`config.mk`:
```
export PLATFORM = sky130hd
export DESIGN_NAME = command_line_tokenizer_top
export DESIGN_NICKNAME = d
export VERILOG_FILES = /design/src/rtl/clt_pkg.sv /design/src/rtl/clt_step.sv /design/src/rtl/clt_result_buf.sv /design/src/rtl/command_line_tokenizer_top.sv
export VERILOG_INCLUDE_DIRS = /design/src /design/src/rtl
export SDC_FILE = /design/constraint.sdc
export NUM_CORES = 1
export LEC_CHECK = 0
export BUFFER_PORTS_ARGS = -buffer_cell sky130_fd_sc_hd__buf_2
export CAP_MARGIN = 40
export CORE_MARGIN = 2
export CORE_UTILIZATION = 35
export DETAILED_ROUTE_END_ITERATION = 8
export PLACE_DENSITY = 0.5
export SYNTH_ARGS = -nofsm -noshare
export SYNTH_HDL_FRONTEND = slang
export SYNTH_HIERARCHICAL = 1
export SYNTH_SLANG_ARGS = --single-unit
```
`constraint.sdc`:
```
create_clock -name clk_i -period 5.94 [get_ports clk_i]
set_clock_uncertainty 0.1 [all_clocks]
set_input_delay 0.297 -clock clk_i [delete_from_list [all_inputs] [get_ports clk_i]]
set_output_delay 0.297 -clock clk_i [all_outputs]
set_load 0.02 [all_outputs]
```
`src/rtl/command_line_tokenizer_top_macros.svh`:
```
// Assertion macros shared by the tokenizer RTL.
// Depends on clk_i and rst_ni being present in the module that uses them.
`ifndef COMMAND_LINE_TOKENIZER_TOP_MACROS_SVH
`define COMMAND_LINE_TOKENIZER_TOP_MACROS_SVH

`ifndef SYNTHESIS
`define CLT_ASSERT(lbl, prop) \
  lbl: assert property (@(posedge clk_i) disable iff (!rst_ni) (prop)) \
    else $error("clt assertion failed");
`define CLT_ASSERT_MSG(lbl, prop, msg) \
  lbl: assert property (@(posedge clk_i) disable iff (!rst_ni) (prop)) \
    else $error(msg);
`else
`define CLT_ASSERT(lbl, prop)
`define CLT_ASSERT_MSG(lbl, prop, msg)
`endif

`endif

```
`src/rtl/clt_pkg.sv`:
```
// Types and constants of the command line tokenizer.
// No dependencies; used by every module of the block.
package clt_pkg;

  localparam int unsigned MaxResults = 3;
  localparam logic [7:0] MaxLenReset = 8'd100;
  localparam logic [8:0] CountMax = 9'd511;

  localparam logic [7:0] ChSpace = 8'h20;
  localparam logic [7:0] ChQuote = 8'h22;
  localparam logic [7:0] ChOpen = 8'h28;
  localparam logic [7:0] ChClose = 8'h29;

  localparam logic [1:0] KindByte = 2'd0;
  localparam logic [1:0] KindEnd = 2'd1;
  localparam logic [1:0] KindAccept = 2'd2;
  localparam logic [1:0] KindReject = 2'd3;

  localparam logic [2:0] ErrTooLong = 3'd0;
  localparam logic [2:0] ErrQuoteInParens = 3'd1;
  localparam logic [2:0] ErrEmptyQuotes = 3'd2;
  localparam logic [2:0] ErrNestedParen = 3'd3;
  localparam logic [2:0] ErrEmptyParens = 3'd4;

  typedef struct packed {
    logic [7:0] char_in;
    logic       last_char;
  } in_t;

  typedef struct packed {
    logic [1:0] kind;
    logic [7:0] token_byte;
    logic [2:0] error_code;
    logic       last_result;
  } out_t;

  typedef out_t [MaxResults-1:0] group_t;

  typedef struct packed {
    logic       in_quotes;
    logic       in_parens;
    logic       token_open;
    logic [8:0] byte_count;
    logic       error_latched;
    logic [2:0] first_error;
  } st_t;

endpackage

```
`src/rtl/clt_step.sv`:
```
// Per-byte tokenizer step: next command state and up to three results.
// Depends on clt_pkg.
module clt_step (
  input  clt_pkg::st_t    state_i,
  input  clt_pkg::in_t    in_i,
  input  logic [7:0]      max_len_i,
  output clt_pkg::st_t    state_o,
  output clt_pkg::group_t res_o,
  output logic [1:0]      cnt_o
);
  import clt_pkg::*;

  always_comb begin
    st_t        st;
    group_t     res;
    logic [1:0] n;
    logic [7:0] c;
    logic       too_long;
    st = state_i;
    res = '0;
    n = 2'd0;
    c = in_i.char_in;
    too_long = 1'b0;
    if (st.byte_count < CountMax) begin
      st.byte_count = st.byte_count + 9'd1;
    end
    if (!st.error_latched) begin
      if (c == ChSpace && !st.in_quotes && !st.in_parens) begin
        if (st.token_open) begin
          res[n] = '{KindEnd, 8'd0, ErrTooLong, 1'b0};
          n = n + 2'd1;
        end
        st.token_open = 1'b0;
      end else if (c == ChQuote) begin
        if (st.in_parens) begin
          st.error_latched = 1'b1;
          st.first_error = ErrQuoteInParens;
        end else if (st.in_quotes) begin
          if (!st.token_open) begin
            st.error_latched = 1'b1;
            st.first_error = ErrEmptyQuotes;
          end else begin
            st.in_quotes = 1'b0;
            res[n] = '{KindEnd, 8'd0, ErrTooLong, 1'b0};
            n = n + 2'd1;
            st.token_open = 1'b0;
          end
        end else begin
          if (st.token_open) begin
            res[n] = '{KindEnd, 8'd0, ErrTooLong, 1'b0};
            n = n + 2'd1;
          end
          st.token_open = 1'b0;
          st.in_quotes = 1'b1;
        end
      end else if (c == ChOpen) begin
        if (st.in_quotes) begin
          res[n] = '{KindByte, c, ErrTooLong, 1'b0};
          n = n + 2'd1;
          st.token_open = 1'b1;
        end else if (st.in_parens) begin
          st.error_latched = 1'b1;
          st.first_error = ErrNestedParen;
        end else begin
          if (st.token_open) begin
            res[n] = '{KindEnd, 8'd0, ErrTooLong, 1'b0};
            n = n + 2'd1;
          end
          st.token_open = 1'b0;
          st.in_parens = 1'b1;
        end
      end else if (c == ChClose) begin
        if (st.in_quotes) begin
          res[n] = '{KindByte, c, ErrTooLong, 1'b0};
          n = n + 2'd1;
          st.token_open = 1'b1;
        end else if (st.in_parens) begin
          if (!st.token_open) begin
            st.error_latched = 1'b1;
            st.first_error = ErrEmptyParens;
          end else begin
            res[n] = '{KindEnd, 8'd0, ErrTooLong, 1'b0};
            n = n + 2'd1;
            st.token_open = 1'b0;
            st.in_parens = 1'b0;
          end
        end
      end else begin
        res[n] = '{KindByte, c, ErrTooLong, 1'b0};
        n = n + 2'd1;
        st.token_open = 1'b1;
      end
    end
    if (in_i.last_char) begin
      too_long = st.byte_count > {1'b0, max_len_i};
      if (!st.error_latched && st.token_open) begin
        res[n] = '{KindEnd, 8'd0, ErrTooLong, 1'b0};
        n = n + 2'd1;
      end
      if (too_long) begin
        res[n] = '{KindReject, 8'd0, ErrTooLong, 1'b1};
      end else if (st.error_latched) begin
        res[n] = '{KindReject, 8'd0, st.first_error, 1'b1};
      end else begin
        res[n] = '{KindAccept, 8'd0, ErrTooLong, 1'b1};
      end
      n = n + 2'd1;
      st = '0;
    end
    state_o = st;
    res_o = res;
    cnt_o = n;
  end

endmodule

```
`src/rtl/clt_result_buf.sv`:
```
// Result group register: holds the results of one byte and sends them one per cycle
// while out_stall_i is low. Depends on clt_pkg and the assertion macro header.
`include "command_line_tokenizer_top_macros.svh"
module clt_result_buf (
  input  logic            clk_i,
  input  logic            rst_ni,
  input  logic            load_i,
  input  clt_pkg::group_t group_i,
  input  logic [1:0]      cnt_i,
  output logic            ready_o,
  output logic            out_valid_o,
  input  logic            out_stall_i,
  output clt_pkg::out_t   out_data_o
);
  import clt_pkg::*;

  group_t     group_q, group_d;
  logic [1:0] head_q, head_d;
  logic [1:0] rem_q, rem_d;
  logic       pop;

  assign out_valid_o = (rem_q != 2'd0);
  assign pop = out_valid_o && !out_stall_i;
  assign ready_o = (rem_q == 2'd0) || (rem_q == 2'd1 && pop);
  assign out_data_o = group_q[head_q];

  always_comb begin
    group_d = group_q;
    head_d = head_q;
    rem_d = rem_q;
    if (pop) begin
      head_d = head_q + 2'd1;
      rem_d = rem_q - 2'd1;
    end
    if (load_i) begin
      group_d = group_i;
      head_d = 2'd0;
      rem_d = cnt_i;
    end
  end

  always_ff @(posedge clk_i or negedge rst_ni) begin
    if (!rst_ni) begin
      head_q <= 2'd0;
      rem_q <= 2'd0;
    end else begin
      head_q <= head_d;
      rem_q <= rem_d;
    end
  end

  always_ff @(posedge clk_i) begin
    group_q <= group_d;
  end

  `CLT_ASSERT(a_slot_range, out_valid_o |-> ({1'b0, head_q} + {1'b0, rem_q} <= 3'd3))
  `CLT_ASSERT(a_final_last, (out_valid_o && out_data_o.last_result) |-> (rem_q == 2'd1))
  `CLT_ASSERT_MSG(a_no_overwrite, load_i |-> ready_o, "group overwritten before drained")

endmodule

```
`src/rtl/command_line_tokenizer_top.sv`:
```
// Top level of the command line tokenizer: config register, command state, result buffer.
// Depends on clt_pkg, clt_step, clt_result_buf and the assertion macro header.
//
// One command byte is taken per transfer and may cause zero to three results
// (token byte, token end, accept or reject). A new byte is taken in every cycle
// as long as each byte leaves at most one result; a byte that leaves more results
// stalls the input while the result register sends them one per cycle, and a
// stall on the result side holds the input as well. State updates are computed
// by combinational logic ahead of the result register. max_length may only be
// written while no command byte is in flight.
`include "command_line_tokenizer_top_macros.svh"
module command_line_tokenizer_top (
  input  logic          clk_i,
  input  logic          rst_ni,
  input  logic          cfg_we_i,
  input  logic [7:0]    cfg_wdata_i,
  input  logic          in_valid_i,
  output logic          in_stall_o,
  input  clt_pkg::in_t  in_data_i,
  output logic          out_valid_o,
  input  logic          out_stall_i,
  output clt_pkg::out_t out_data_o
);
  import clt_pkg::*;

  logic [7:0] max_len_q;
  st_t        st_q, st_d;
  group_t     group;
  logic [1:0] cnt;
  logic       ready;
  logic       accept;

  assign in_stall_o = !ready;
  assign accept = in_valid_i && ready;

  clt_step u_step (
    .state_i   (st_q),
    .in_i      (in_data_i),
    .max_len_i (max_len_q),
    .state_o   (st_d),
    .res_o     (group),
    .cnt_o     (cnt)
  );

  clt_result_buf u_buf (
    .clk_i       (clk_i),
    .rst_ni      (rst_ni),
    .load_i      (accept),
    .group_i     (group),
    .cnt_i       (cnt),
    .ready_o     (ready),
    .out_valid_o (out_valid_o),
    .out_stall_i (out_stall_i),
    .out_data_o  (out_data_o)
  );

  always_ff @(posedge clk_i or negedge rst_ni) begin
    if (!rst_ni) begin
      max_len_q <= MaxLenReset;
      st_q <= '0;
    end else begin
      if (cfg_we_i) begin
        max_len_q <= cfg_wdata_i;
      end
      if (accept) begin
        st_q <= st_d;
      end
    end
  end

  `CLT_ASSERT(a_clear_after_last, (accept && in_data_i.last_char) |=> (st_q.byte_count == 9'd0))
  `CLT_ASSERT(a_err_code_clear, !st_q.error_latched |-> (st_q.first_error == ErrTooLong))
  `CLT_ASSERT(a_fresh_state, (st_q.byte_count == 9'd0) |-> (!st_q.token_open && !st_q.error_latched))

endmodule
```
==> metrics <==
most area-consuming cells after synthesis edfxtp_1 30%, dfrtp_1 15%, mux2_2 4.3%; CTS tree done; sum of net half-perimeters after detailed placement 6300 µm; antenna diode instance count 0; Synth Register Bits 70; H-Tree Depth 3; Post-synth ARST share 40.0%; relative area change from synthesis to final layout 13.7%; via/cell ratio 5.20; net count of the finished layout 434; share of final-layout standard cells stronger than drive strength 1 24.8%; multi-input gate area in the final layout 1970 µm²; Cell Pwr Density 402 nW/µm²; Worst setup startpoint st_q[7]; maximum VDD drop 0.188 mV; setup violation total in the final timing report 0; run status complete, no violations; netlist area before placement 4210 µm²; startpoint kind of the worst setup timing path flop; most instantiated library cell after synthesis edfxtp_1; shortest clock period the worst path allows after layout 3.26 ns; total clock buffers created by CTS 9; Fmax 0.307 GHz; Post-synth top cells 42 x edfxtp_1, 25 x dfrtp_1, 22 x buf_4, 22 x inv_1; Chip Height 114 µm; Die ar. 12,900 µm²; IO buf count 37; min-delay src cfg_wdata_i[4]; count of flip-flops with a built-in enable after synthesis 42; worst-path fanout max 12; drt first pass iters 4; maximum number of pins on one net before global-route repair 34; number of warnings issued by yosys 6; area fraction of the dominant cell type after synthesis 30.0%; Clock Tree Buf Depth 2; number of top-level design ports 38; Initial Util 35.5%; remaining max-slew budget at the tightest pin 35.3%; share of synthesized area occupied by flip-flops and latches 46.7%; required time reported for the critical path endpoint 5.87 ns; Fin Setup TNS 0 ns; cell count after synthesis 367; leakage power 1.96 nW; DRC errors left 0; Worst-Skew Late Latency 0.33 ns; wire length of the first global-routing pass 14,900 µm; Avg Cell Area, Syn 11.5 µm²; library cells used by synthesis 71; Tot Pwr 1.92 mW; Reg area 1970 µm²; Tot GR Track Use 14.8%; number of global-route vias before repair 2,889; Max Transition Viols Final 0; most used flip-flop cell after synthesis edfxtp_1; MaxCap Viol Count 0; post-route clock period utilization 54.8%; GPL Wtd Cong 0.901; 1st-iter DRT viols 157; area of the core 11,900 µm²; measured slew at the worst slew-check pin 0.964 ns; count of vias placed by the detailed router 2,860; library cell used as clock root buffer clkbuf_16; Antenna Violating Nets Remaining 0; crit path DAT 3.19 ns; TritonCTS sink count 70; cell taking the most area after synthesis edfxtp_1; floorplan row count 40; RSZ-0062 raised after global routing false; Routed WL per cell 16.3 µm; R2R Path Start st_q[7]; number of hold violations in the final report 0; clock transition at the registers of the reported paths 0.06 ns; critical path type flop to flop; total global routing overflow 0; # resized after CTS 0; worst hold path class input pin to flop; crit path capture type flop; horizontal die dimension 114 µm; routed wire length 8980 µm; antenna violations before repair 0; filler cell count in the final layout 1,153
==> critical path: stages (launching register included) <==
cell	delay (ns)
dfrtp_1	0.43
and4_1	0.27
a21oi_1	0.30
nand4_1	0.16
xnor2_1	0.22
ha_1	0.28
and3_1	0.14
nand3_1	0.07
o22ai_1	0.08
o21ai_1	0.75
nor4_1	0.14
==> placed cells by master, fill, tap and decap left out, types with 3 or more instances in the layout <==
| master | count |
|---|---|
| nand2b_1 | 5 |
| nor2_1 | 17 |
| clkinv_1 | 3 |
| mux2_2 | 16 |
| xnor2_1 | 4 |
| a211oi_1 | 4 |
| a31oi_1 | 4 |
| conb_1 | 16 |
| and3_1 | 4 |
| clkbuf_16 | 9 |
| o2bb2ai_1 | 14 |
| buf_2 | 37 |
| o41ai_1 | 3 |
| o21ai_0 | 3 |
| edfxtp_1 | 42 |
| ha_1 | 14 |
| inv_1 | 21 |
| nor4_1 | 12 |
| nand2_1 | 15 |
| a21oi_1 | 14 |
| dfstp_2 | 3 |
| o21ai_1 | 5 |
| buf_4 | 3 |
| nand3_1 | 5 |
| nand4_1 | 4 |
| o21a_1 | 4 |
| mux2_4 | 9 |
| mux2i_1 | 17 |
| bufinv_16 | 4 |
| dfrtp_1 | 25 |
| and2_1 | 14 |
==> stage by stage <==
stage               cells  setup slack (ns)  area, µm²  util (%)  hold WS, ns
floorplan             382              2.97       4270         -      -0.0986
global placement      533              2.75       4410      37.2        0.284
detailed placement    533              2.69       4410      37.2        0.280
CTS                   550              2.68       4790      40.3       0.0806
global route          550              2.40       4790      40.3       0.0878
finish                550              2.68       4790      40.3       0.0953
==> cell type report <==
cell class / count / area share [%]
clock inverters: 7 / 2.85
repair buffers: 41 / 4.55
inverters: 22 / 1.73
flip-flops and latches: 70 / 41.1
clock buffers: 9 / 4.71
well taps: 147 / 3.84
multi-input cells: 254 / 41.3
==> where the power goes <==
| group | internal, mW | switching (mW) |
|---|---|---|
| clock | 0.450 | 0.201 |
| sequential | 0.634 | 0.0512 |
| combinational | 0.221 | 0.364 |
| total | 1.31 | 0.616 |
==> worst paths after layout <==
path,to,slack [ns],cells after the start
setup / recovery,u_buf/group_q[30],2.68,10
hold / removal,max_len_q[4],0.1,2
setup reg to reg,u_buf/group_q[30],2.68,10
hold reg to reg,max_len_q[3],0.41,1
max in group asynchronous,st_q[3],4.87,2
min in group asynchronous,st_q[7],0.43,2
==> layer usage <==
layer  GRT usage [%]  vias to the layer above  wire length [µm]
li1                -                     1403                 -
met1            18.5                     1375              4130
met2            24.7                       68              4350
met3            4.46                       14               353
met4            4.47                        0               151
met5               0                        -                 0
==> logic make-up after synthesis <==
group           Yosys count  share of synthesized area, %
mux                      42                          11.5
other cells               1                        0.0891
xor+xnor                  4                         0.832
compound gates           69                          12.5
simple gates            109                          16.4
fa+ha+maj                14                          4.16
buf+inv                  58                          7.76
flops                    70                          46.7
==> timing repair <==
| item | CTS | global route |
|---|---|---|
| buffers inserted | 0 | 0 |
| hold buffers | 1 | 0 |
| hold endpoints to repair | 25 | 0 |
==> flip-flops by register name, summed over array words and instances, names as in the netlist <==
register and cells:
u_buf/rem_q 2, u_buf/group_q 42, max_len_q 8, u_buf/head_q 2, st_q 16
No activity file was read; power rests on OpenSTA's default activity.
